$ cat src/vdw_pkg.sv
package vdw_pkg;

  localparam int CLASS_COUNT = 256;
  localparam int IDX_W       = (CLASS_COUNT > 1) ? $clog2(CLASS_COUNT) : 1;
  localparam int CLS_W       = 8;

  localparam logic ACT_LOAD = 1'b0;
  localparam logic ACT_PAIR = 1'b1;

  localparam logic MODE_HHG = 1'b0;
  localparam logic MODE_GEO = 1'b1;

  localparam logic [16:0] RMIN_MAX  = 17'h1FFFF;
  localparam logic [15:0] DEPTH_MAX = 16'hFFFF;

  typedef logic [IDX_W-1:0] idx_t;

  typedef struct packed {
    logic [15:0] radius;
    logic [15:0] depth;
    logic [15:0] reduction;
  } entry_t;

  // integer square root pipeline, one root bit per stage
  localparam int SQ_ROOT_W = 24;
  localparam int SQ_RAD_W  = 2 * SQ_ROOT_W;
  localparam int SQ_REM_W  = SQ_ROOT_W + 2;
  localparam int SQ_STEPS  = SQ_ROOT_W;

  typedef struct packed {
    logic [SQ_RAD_W-1:0]  rad;
    logic [SQ_REM_W-1:0]  rem;
    logic [SQ_ROOT_W-1:0] root;
  } sq_st_t;

  // restoring divider pipeline, one quotient bit per stage
  localparam int DIV_NUM_W = 49;
  localparam int DIV_DEN_W = 33;
  localparam int DIV_Q_W   = 18;

  typedef struct packed {
    logic [DIV_NUM_W-1:0] rem;
    logic [DIV_DEN_W-1:0] den;
    logic [DIV_Q_W-1:0]   quo;
  } div_st_t;

  // accept edge to the edge at which the result beat is taken
  localparam int OUT_LAT = 2 + SQ_STEPS + 1 + DIV_Q_W + 1;

  typedef struct packed {
    logic        mode;
    logic        r_zero;
    logic        d_zero;
    logic [15:0] reduction;
  } side_t;

  function automatic idx_t cls_idx(input logic [CLS_W-1:0] c);
    logic [31:0] w;
    w = 32'(c);
    return w[IDX_W-1:0];
  endfunction

  function automatic logic cls_ok(input logic [CLS_W-1:0] c);
    return 32'(c) < 32'(CLASS_COUNT);
  endfunction

endpackage

$ cat src/vdw_div.sv
module vdw_div (
  input  logic                          clk_i,
  input  logic [vdw_pkg::DIV_NUM_W-1:0] num_i,
  input  logic [vdw_pkg::DIV_DEN_W-1:0] den_i,
  output logic [vdw_pkg::DIV_Q_W-1:0]   quo_o
);

  localparam int NUM_W = vdw_pkg::DIV_NUM_W;
  localparam int Q_W   = vdw_pkg::DIV_Q_W;

  vdw_pkg::div_st_t st_q [Q_W];
  vdw_pkg::div_st_t st_d [Q_W];

  // quotient is known to fit in Q_W bits, so start at den << (Q_W-1)
  function automatic vdw_pkg::div_st_t div_step(input vdw_pkg::div_st_t s, input int sh);
    vdw_pkg::div_st_t n;
    logic [NUM_W:0] r_ext;
    logic [NUM_W:0] d_ext;
    logic [NUM_W:0] diff;
    r_ext = {1'b0, s.rem};
    d_ext = (NUM_W+1)'(s.den) << sh;
    diff  = r_ext - d_ext;
    n.den = s.den;
    if (r_ext >= d_ext) begin
      n.rem = diff[NUM_W-1:0];
      n.quo = {s.quo[Q_W-2:0], 1'b1};
    end else begin
      n.rem = s.rem;
      n.quo = {s.quo[Q_W-2:0], 1'b0};
    end
    return n;
  endfunction

  always_comb begin
    vdw_pkg::div_st_t s0;
    s0.rem  = num_i;
    s0.den  = den_i;
    s0.quo  = '0;
    st_d[0] = div_step(s0, Q_W-1);
    for (int i = 1; i < Q_W; i++) begin
      st_d[i] = div_step(st_q[i-1], Q_W-1-i);
    end
  end

  always_ff @(posedge clk_i) begin
    for (int i = 0; i < Q_W; i++) begin
      st_q[i] <= st_d[i];
    end
  end

  assign quo_o = st_q[Q_W-1].quo;

endmodule

$ cat config.mk
export PLATFORM = sky130hd
export DESIGN_NAME = vdw_div
export DESIGN_NICKNAME = d
export VERILOG_FILES = /design/src/vdw_pkg.sv /design/src/vdw_div.sv
export SDC_FILE = /design/constraint.sdc
export NUM_CORES = 2
export LEC_CHECK = 0
export BUFFER_PORTS_ARGS = -buffer_cell sky130_fd_sc_hd__buf_2
export CAP_MARGIN = 0
export CELL_PAD_IN_SITES_DETAIL_PLACEMENT = 1
export CELL_PAD_IN_SITES_GLOBAL_PLACEMENT = 2
export CORE_ASPECT_RATIO = 0.9
export CORE_MARGIN = 4
export CORE_UTILIZATION = 35
export CTS_CLUSTER_DIAMETER = 30
export CTS_CLUSTER_SIZE = 40
export DETAILED_ROUTE_END_ITERATION = 8
export PLACE_DENSITY_LB_ADDON = 0.1
export SYNTH_ARGS = -nofsm -noshare
export SYNTH_HDL_FRONTEND = slang
export SYNTH_SLANG_ARGS = --single-unit
export TNS_END_PERCENT = 100
$ cat constraint.sdc
create_clock -name clk_i -period 3.8 [get_ports clk_i]
set_input_delay 0.38 -clock clk_i [delete_from_list [all_inputs] [get_ports clk_i]]
set_output_delay 0.38 -clock clk_i [all_outputs]
set_load 0.05 [all_outputs]
==> flow_summary.ini <==
[status]
outcome = complete, no violations

[synthesis]
synth.most_common_cell = dfxtp_1
ys_seq_area_frac = 0.430
syn-num-nets = 8668
synth-edff-count = 0
synth_area_leaders = dfxtp_1 (43%), ha_1 (10%), a21oi_1 (5.1%)
yosys.area.top_type_share = 0.430
synthArstFlopShare = 0
syn_area_um2 = 72900
synth-main-ff-cell = dfxtp_1
yosys.area.top_type = dfxtp_1
synthDistinctLibCells = 107
ys.warnings.count = 0
synth-seq-cells = 1565
avgSynthCellArea_um2 = 9.14
synthTopCellsByCount = dfxtp_1 (1565), inv_1 (746), a21oi_1 (742), ha_1 (593), nor2_1 (573)
synthCells = 7975

[floorplanning]
die_h_um = 441
core-area_um2 = 207000
dieArea_um2 = 216000
row_count = 158
dieWidth_um = 489
start_util = 0.353
io_pins = 101

[timing]
whs_ns = 0.0980
fin_setup_tns_ns = 0
fin_crit_ns = 3.65
finalHoldViolCount = 0
finClkSkew_ns = 0.0690
finalCritPeriodShare = 0.960
slew-limit-headroom = 0.332
slew_viol_final = 0
fmax_mhz = 274
tightest_slew_ns = 1.00
rsz0062_at_grt = false
fin_ws_ns = 0.153
finalSetupViolCount = 0

[global_route]
grt_pass1_vias = 60500
grt_max_degree = 62
grt_usage = 0.210
antenna_found_initial = 9
gr-total-overflow = 0
grt_pass1_wl_um = 354000

[placed_design]
placed_cell_area_um2 = 77100
gp_congestion = 0.841
dp_hpwl_um = 183000
dpl_worst_slack_ns = -0.0711
port_buffers = 100

[cts]
insertion_delay_ns = 0.93
clkTransAtPathRegs_ns = 0.05
cts_max_path_buffers = 4
cts_tree = yes
postCtsSetupRepairBufs = 0
numCtsBuffers = 343
h-tree-depth = 5
clkSinkCount = 1565
root_buffer = clkbuf_16

[route]
detail-route-antenna-nets = 0
vias = 58000
dr.pass1.iters = 5
viasPerCell = 5.09
drt_iter0_markers = 2657
routed_wl_um = 230000
drc_errors = 0
avgRoutedWirePerCell_um = 20.2

[power_and_ir_drop]
power.share.clock = 0.330
switching_share = 0.372
p_sw_mw = 33.6
powerDensity_nw_per_um2 = 1010
seqPwrFrac = 0.278
p_leak_nw = 40.7
p_int_mw = 56.8
pwr-share-comb = 0.391
ir_worst_vdd_uv = 420

[worst_setup_path]
worstSetupPathType = reg2reg
endpoint = st_q[7][69]
cp.arrival_ns = 4.38
reg2reg_from = st_q[6][19]
end_kind = flop
critPathRequiredTime_ns = 4.53
cpMaxStageDelayCell = dfxtp_1
critical_path.cell_chain = inv_1 > ha_1 > nor2b_1 > o211ai_1 > a31oi_1 > a211oi_2 > nor2_2 > a211o_1 > a21o_1 > a31o_2 > buf_12 > a21oi_1
worst-r2r-cell-count = 12
start_kind = flop
regToRegSetupSlack_ns = 0.15
cp_max_fo = 58
max_stage_delay_ns = 0.51
cp-startpoint = st_q[6][19]
timing.rr.end = st_q[7][69]

[run]
cap_violations = 0

[finish]
multiInputGateArea_um2 = 38000
final_nets = 9110
nFillCells = 23300
design_area_um2 = 89800
area_growth_pct = 23.3
register_area_um2 = 31300
fin_util = 0.435
top_register = st_q
drive_gt1_frac = 0.115
reg.largest.list = st_q x1565
largest_reg_flops = 1565

[hold_path]
worstHoldPathType = in2reg
==> repair_timing <==
item,CTS,global route
gates resized for setup,2,21
cloned,0,1
hold buffers,82,0
pin swaps,0,1
endpoints found under the hold margin,83,0
setup endpoints to repair,4,88
==> layer usage <==
metal  global-route usage  wire, um
met3               0.0307      7690
met4               0.0569      5340
met1                0.277    108000
met5                    0         0
met2                0.357    109000
==> final cells by class <==
type / instances / share of cell area
antenna: 1 / 0.0000279
clock buffer: 397 / 0.102
clock inverter: 202 / 0.0294
inverter: 750 / 0.0313
multi-input combinational: 5439 / 0.423
sequential: 1565 / 0.349
tap: 2720 / 0.0379
timing repair buffer: 318 / 0.0282
==> through the flow <==
step,total power [mW],cells
finish,90.4,11400
global route,96.7,11400
CTS,91.4,11400
detailed placement,60.5,10700
global placement,60.3,10700
floorplan,49.4,7975
==> worst min path at each step <==
stage	start	endpoint	cells after the start
6_report	num_i[5]	st_q[0][56]	2
5_1_grt	num_i[5]	st_q[0][56]	2
4_1_cts	num_i[13]	st_q[0][64]	2
3_5_place_dp	st_q[11][9]	st_q[12][10]	0
3_3_place_gp	st_q[14][7]	st_q[15][8]	0
2_1_floorplan	st_q[9][9]	st_q[10][10]	0
==> layout by cell type, fill, tap and decap left out, types with 45 or more instances in the layout <==
cell type,synthesis,routed
a211oi_1,52,49
a21o_1,316,315
a21oi_1,742,737
a31oi_1,68,67
and3_1,59,59
buf_2,49,100
buf_4,5,120
bufinv_16,0,45
clkbuf_16,0,345
dfxtp_1,1565,1565
dlygate4sd3_1,0,82
ha_1,593,593
inv_1,746,746
mux2_1,90,90
mux2_2,53,53
nand2_1,496,496
nand2b_1,75,75
nand3_1,131,131
nand4_1,125,125
nor2_1,573,571
nor2b_1,80,80
nor3_1,107,105
nor4_1,74,73
o21a_1,82,82
o21ai_0,397,396
o21bai_1,78,77
or3_1,47,47
xnor2_1,347,347
xor2_1,245,245
==> power groups by stage <==
stage	Clock (mW)	Combinational (mW)	Sequential, mW
6_report	29.9	35.4	25.2
2_1_floorplan	0	26.1	23.3
3_3_place_gp	0	34.7	25.6
5_1_grt	31.5	39.5	25.6
3_5_place_dp	0	34.9	25.6
4_1_cts	30.6	35.4	25.3
==> critical path, delay by kind of cell (launching register included) <==
family / cells / cell delay [ns]
adders and majority gates: 1 / 0.33
DFF: 1 / 0.51
buffers and inverters: 2 / 0.28
and+or+nand+nor: 2 / 0.30
AOI/OAI and AO/OA: 7 / 1.99
==> cell families (layout without fill, tap and decap cells) <==
kind of cell	after synthesis	count (layout)	synth area share
compound gates	2098	2099	0.181
xor+xnor	592	592	0.0712
fa+ha+maj	610	610	0.106
buf+inv	972	1667	0.0518
flops	1565	1565	0.430
mux	169	169	0.0267
other cells	0	1	0
simple gates	1969	1969	0.133
No activity file was read; power rests on OpenSTA's default activity.
