===== config.mk =====
export PLATFORM = sky130hd
export DESIGN_NAME = vdw_isqrt
export DESIGN_NICKNAME = d
export VERILOG_FILES = /design/src/vdw_pkg.sv /design/src/vdw_isqrt.sv
export SDC_FILE = /design/constraint.sdc
export NUM_CORES = 2
export LEC_CHECK = 0
export BUFFER_PORTS_ARGS = -buffer_cell sky130_fd_sc_hd__buf_2
export CORE_MARGIN = 8
export CORE_UTILIZATION = 50
export CTS_CLUSTER_SIZE = 8
export DETAILED_ROUTE_END_ITERATION = 16
export GPL_TIMING_DRIVEN = 1
export PLACE_DENSITY_LB_ADDON = 0.05
export SYNTH_ARGS = -nofsm -noshare
export SYNTH_HDL_FRONTEND = slang
export SYNTH_SLANG_ARGS = --single-unit

===== constraint.sdc =====
create_clock -name clk_i -period 5.9 [get_ports clk_i]
set_clock_uncertainty 0.2 [all_clocks]
set_input_delay 0.59 -clock clk_i [delete_from_list [all_inputs] [get_ports clk_i]]
set_output_delay 0.59 -clock clk_i [all_outputs]
set_load 0.02 [all_outputs]

===== src/vdw_pkg.sv =====
package vdw_pkg;

  localparam int CLASS_COUNT = 256;
  localparam int IDX_W       = (CLASS_COUNT > 1) ? $clog2(CLASS_COUNT) : 1;
  localparam int CLS_W       = 8;

  localparam logic ACT_LOAD = 1'b0;
  localparam logic ACT_PAIR = 1'b1;

  localparam logic MODE_HHG = 1'b0;
  localparam logic MODE_GEO = 1'b1;

  localparam logic [16:0] RMIN_MAX  = 17'h1FFFF;
  localparam logic [15:0] DEPTH_MAX = 16'hFFFF;

  typedef logic [IDX_W-1:0] idx_t;

  typedef struct packed {
    logic [15:0] radius;
    logic [15:0] depth;
    logic [15:0] reduction;
  } entry_t;

  // integer square root pipeline, one root bit per stage
  localparam int SQ_ROOT_W = 24;
  localparam int SQ_RAD_W  = 2 * SQ_ROOT_W;
  localparam int SQ_REM_W  = SQ_ROOT_W + 2;
  localparam int SQ_STEPS  = SQ_ROOT_W;

  typedef struct packed {
    logic [SQ_RAD_W-1:0]  rad;
    logic [SQ_REM_W-1:0]  rem;
    logic [SQ_ROOT_W-1:0] root;
  } sq_st_t;

  // restoring divider pipeline, one quotient bit per stage
  localparam int DIV_NUM_W = 49;
  localparam int DIV_DEN_W = 33;
  localparam int DIV_Q_W   = 18;

  typedef struct packed {
    logic [DIV_NUM_W-1:0] rem;
    logic [DIV_DEN_W-1:0] den;
    logic [DIV_Q_W-1:0]   quo;
  } div_st_t;

  // accept edge to the edge at which the result beat is taken
  localparam int OUT_LAT = 2 + SQ_STEPS + 1 + DIV_Q_W + 1;

  typedef struct packed {
    logic        mode;
    logic        r_zero;
    logic        d_zero;
    logic [15:0] reduction;
  } side_t;

  function automatic idx_t cls_idx(input logic [CLS_W-1:0] c);
    logic [31:0] w;
    w = 32'(c);
    return w[IDX_W-1:0];
  endfunction

  function automatic logic cls_ok(input logic [CLS_W-1:0] c);
    return 32'(c) < 32'(CLASS_COUNT);
  endfunction

endpackage


===== src/vdw_isqrt.sv =====
module vdw_isqrt (
  input  logic                          clk_i,
  input  logic [vdw_pkg::SQ_RAD_W-1:0]  rad_i,
  output logic [vdw_pkg::SQ_ROOT_W-1:0] root_o
);

  localparam int RAD_W  = vdw_pkg::SQ_RAD_W;
  localparam int REM_W  = vdw_pkg::SQ_REM_W;
  localparam int ROOT_W = vdw_pkg::SQ_ROOT_W;
  localparam int STEPS  = vdw_pkg::SQ_STEPS;

  vdw_pkg::sq_st_t st_q [STEPS];
  vdw_pkg::sq_st_t st_d [STEPS];

  function automatic vdw_pkg::sq_st_t sq_step(input vdw_pkg::sq_st_t s);
    vdw_pkg::sq_st_t n;
    logic [REM_W+1:0] ext;
    logic [REM_W+1:0] trial;
    logic [REM_W+1:0] diff;
    ext   = {s.rem, s.rad[RAD_W-1 -: 2]};
    trial = {2'b00, s.root, 2'b01};
    diff  = ext - trial;
    n.rad = {s.rad[RAD_W-3:0], 2'b00};
    if (ext >= trial) begin
      n.rem  = diff[REM_W-1:0];
      n.root = {s.root[ROOT_W-2:0], 1'b1};
    end else begin
      n.rem  = ext[REM_W-1:0];
      n.root = {s.root[ROOT_W-2:0], 1'b0};
    end
    return n;
  endfunction

  always_comb begin
    vdw_pkg::sq_st_t s0;
    s0.rad  = rad_i;
    s0.rem  = '0;
    s0.root = '0;
    st_d[0] = sq_step(s0);
    for (int i = 1; i < STEPS; i++) begin
      st_d[i] = sq_step(st_q[i-1]);
    end
  end

  always_ff @(posedge clk_i) begin
    for (int i = 0; i < STEPS; i++) begin
      st_q[i] <= st_d[i];
    end
  end

  assign root_o = st_q[STEPS-1].root;

endmodule


==> flow_summary.json <==
{
  "final_hold_viol_count": 0,
  "coreArea_um2": 101400,
  "cts.sinks": 1415,
  "firstDrtPassIters": 5,
  "p_clk_share_pct": 37.0,
  "synth_xor_area_share_pct": 7.880,
  "hpwl_mm": 72.87,
  "fp.dieW_um": 335.4,
  "antenna_cells": 0,
  "port-buffer-count": 72,
  "synth-edff-count": 0,
  "clk_pin_slew_ns": 0.05,
  "start_kind": "register",
  "power.leakage_uw": 0.02752,
  "crit_arrival_ns": 4.36,
  "p_int_uw": 18960,
  "numCtsBuffers": 195,
  "tns_ns": 0,
  "antenna_found_initial": 2,
  "dp_cells": 6321,
  "synth_cells": 4961,
  "final_cell_mix": "dfxtp_1, inv_1, ha_1, nand2_1, a21oi_1",
  "core.rowCount": 117,
  "ys_ff_latch": 1415,
  "stdcell_count": 6583,
  "vias": 33370,
  "max_freq_ghz": 0.2558,
  "ant_nets": 0,
  "viasPerCell": 5.070,
  "endpoint_kind": "register",
  "first_iter_violations": 1688,
  "ys_seq_area_share_pct": 55.53,
  "avgSynthCellArea_um2": 10.28,
  "drc": 0,
  "hold_path.class": "register to register",
  "synth-compound-area-share_pct": 11.48,
  "insertion_delay_ns": 0.76,
  "synth-simple-area-share_pct": 12.39,
  "ys_warn_count": 0,
  "drt-wirelength-per-cell_um": 15.00,
  "gp_congestion": 0.8652,
  "cap_violations": 0,
  "clockBufferDepth": 3,
  "reg_top3": "st_q: 1415 flops",
  "routed_wirelength_mm": 98.77,
  "p_seq_share_pct": 47.6,
  "rsz0062_at_grt": "no",
  "maxSlewViolCount": 0,
  "comb_power_share_pct": 15.5,
  "regMostFlops": "st_q",
  "netlist_area_um2": 51010,
  "tightest_slew_ns": 1.191,
  "dieArea_um2": 112500,
  "pin_count": 73,
  "grt_pass1_vias": 33090,
  "powerDensity_nw_per_um2": 444.7,
  "cts_setup_buffers": 0,
  "drive_above_1_share_pct": 7.344,
  "clock-root-buffer": "clkbuf_16",
  "globalRouteMet3Util_pct": 3.068,
  "synthMuxAreaShare_pct": 0.8682,
  "worstPathRequired_ns": 6.35,
  "fin_crit_ns": 3.910,
  "p_switching_uw": 7053,
  "largest_reg_flops": 1415,
  "ir_drop_uv": 307.0,
  "synth_cell_type_count": 79,
  "synthAdderAreaFrac_pct": 7.996,
  "grt_usage_pct": 17.42,
  "grt_max_degree": 49,
  "min_period_over_period_pct": 66.27,
  "async_flop_share_pct": 0,
  "cts_resized": 0,
  "status": "finished clean",
  "die_y_um": 335.4,
  "cts_tree": "yes",
  "syn-num-nets": 5336,
  "setup_viol": 0,
  "start_util_pct": 50.29,
  "critical_path_class": "register to register",
  "synth_top_family_by_area": "simple AND/OR/NAND/NOR gates",
  "layout.nets": 5574,
  "grt_pass1_wl_mm": 162.5,
  "htreeDepth": 4,
  "grt-ovfl-total": 0,
  "area_growth_pct": 14.67,
  "dominantRegCellSynth": "dfxtp_1",
  "relSlewSlack_pct": 20.42,
  "grt_util_met1_pct": 22.02,
  "critPathMaxFanout": 48,
  "top_usage_layer": "met2",
  "final_core_util_pct": 57.66,
  "layout_commonest_cell": "dfxtp_1",
  "sw_frac_of_total_pct": 27.12,
  "grtUsageMet2_pct": 29.38
}
-- cells by family (layout without fill, tap and decap cells) --
family / after synthesis / count (layout)
simple gates: 1265 / 1265
mux: 40 / 40
other cells: 1 / 1
xor+xnor: 459 / 459
flops: 1415 / 1415
compound gates: 958 / 958
fa+ha+maj: 326 / 326
buf+inv: 497 / 751
-- path summary, 6_finish.rpt --
kind,startpoint,endpoint,slack (ns),cells after the start
max reg2reg,st_q[2][485],st_q[2][621],1.99,11
min,st_q[0][558],st_q[0][656],0.10,0
max,st_q[2][485],st_q[2][621],1.99,11
min reg2reg,st_q[0][558],st_q[0][656],0.10,0
-- final cells by class --
cell class | instances | area (µm²)
fill | 8753 | 42950
sequential | 1415 | 28330
multi-input combinational | 3049 | 20760
clock buffer | 199 | 4905
tap | 1368 | 1712
inverter | 403 | 1513
timing repair buffer | 135 | 955.9
clock inverter | 14 | 325.3
-- routing by layer --
layer / share of wire (%) / vias to the layer above
met1: 46 / 15340
met3: 4.0 / 218
met5: 0 / -
li1: - / 17240
met4: 3.2 / 0
met2: 47 / 578
-- critical path, stage by stage (launching register included) --
cell and delay (ns):
dfxtp_1 0.32, inv_1 0.05, ha_1 0.36, a21o_1 0.21, a21oi_1 0.18, o21ai_0 0.20, or4b_2 0.71, o21ai_0 0.22
nand2_1 0.13, a2111oi_2 0.38, buf_4 0.45, mux2_2 0.39
-- power by group through the flow --
stage | Sequential [µW] | Clock, µW | Combinational [µW]
final | 12400 | 9620 | 4020
after global routing | 12600 | 10400 | 4550
after CTS | 12400 | 9950 | 4050
after detailed placement | 12500 | 0 | 3990
after global placement | 12600 | 0 | 3960
after floorplan | 12100 | 0 | 3230
-- metrics by stage --
step | power (µW) | hold WS [ns] | area (µm²) | setup WS, ns
2_1_floorplan | 15360 | 0.1096 | 51010 | 2.388
3_3_place_gp | 16520 | 0.1095 | 52780 | 2.057
3_5_place_dp | 16540 | 0.1121 | 52780 | 2.015
4_1_cts | 26380 | 0.1021 | 58500 | 1.991
5_1_grt | 27500 | 0.1137 | 58500 | 1.633
6_report | 26010 | 0.1020 | 58500 | 1.990
-- Yosys cell counts (6+ instances only) --
library cell / instances / area (µm²)
a211o_1: 9 / 78.83
nor4_1: 65 / 406.6
nor2_1: 285 / 1070
o21bai_1: 31 / 232.7
o311ai_0: 7 / 61.31
nor4b_1: 13 / 113.9
mux2i_1: 6 / 60.06
or4_1: 27 / 202.7
nor3b_1: 11 / 82.58
buf_1: 8 / 30.03
nand3_1: 79 / 395.4
buf_4: 24 / 180.2
a21o_1: 122 / 915.9
nand3b_1: 14 / 105.1
and2_1: 22 / 137.6
o21ai_0: 261 / 1306
xor2_1: 235 / 2058
a2111oi_0: 8 / 70.07
nand2b_1: 60 / 375.4
nor3_1: 131 / 655.6
clkbuf_1: 56 / 210.2
nand2_1: 325 / 1220
nand4b_1: 6 / 52.55
a211oi_1: 21 / 157.7
nor2b_1: 54 / 337.8
and4_1: 8 / 70.07
and3_1: 21 / 131.4
a21oi_1: 302 / 1511
or2_2: 31 / 193.9
a221oi_1: 7 / 61.31
o31ai_1: 30 / 225.2
dfxtp_1: 1415 / 28330
a21boi_0: 14 / 105.1
inv_1: 402 / 1509
xnor2_1: 224 / 1962
ha_1: 326 / 4079
nand4_1: 48 / 300.3
o211ai_1: 17 / 127.6
o41ai_1: 7 / 61.31
mux2_2: 34 / 382.9
a31oi_1: 20 / 125.1
o21a_1: 58 / 435.4
or3_1: 47 / 294.0
-- what timing repair did --
item                       CTS  global route
setup endpoints to repair    0             0
hold buffers                49             0
hold endpoints to repair    49             0
Power figures use the tool's default switching activity.
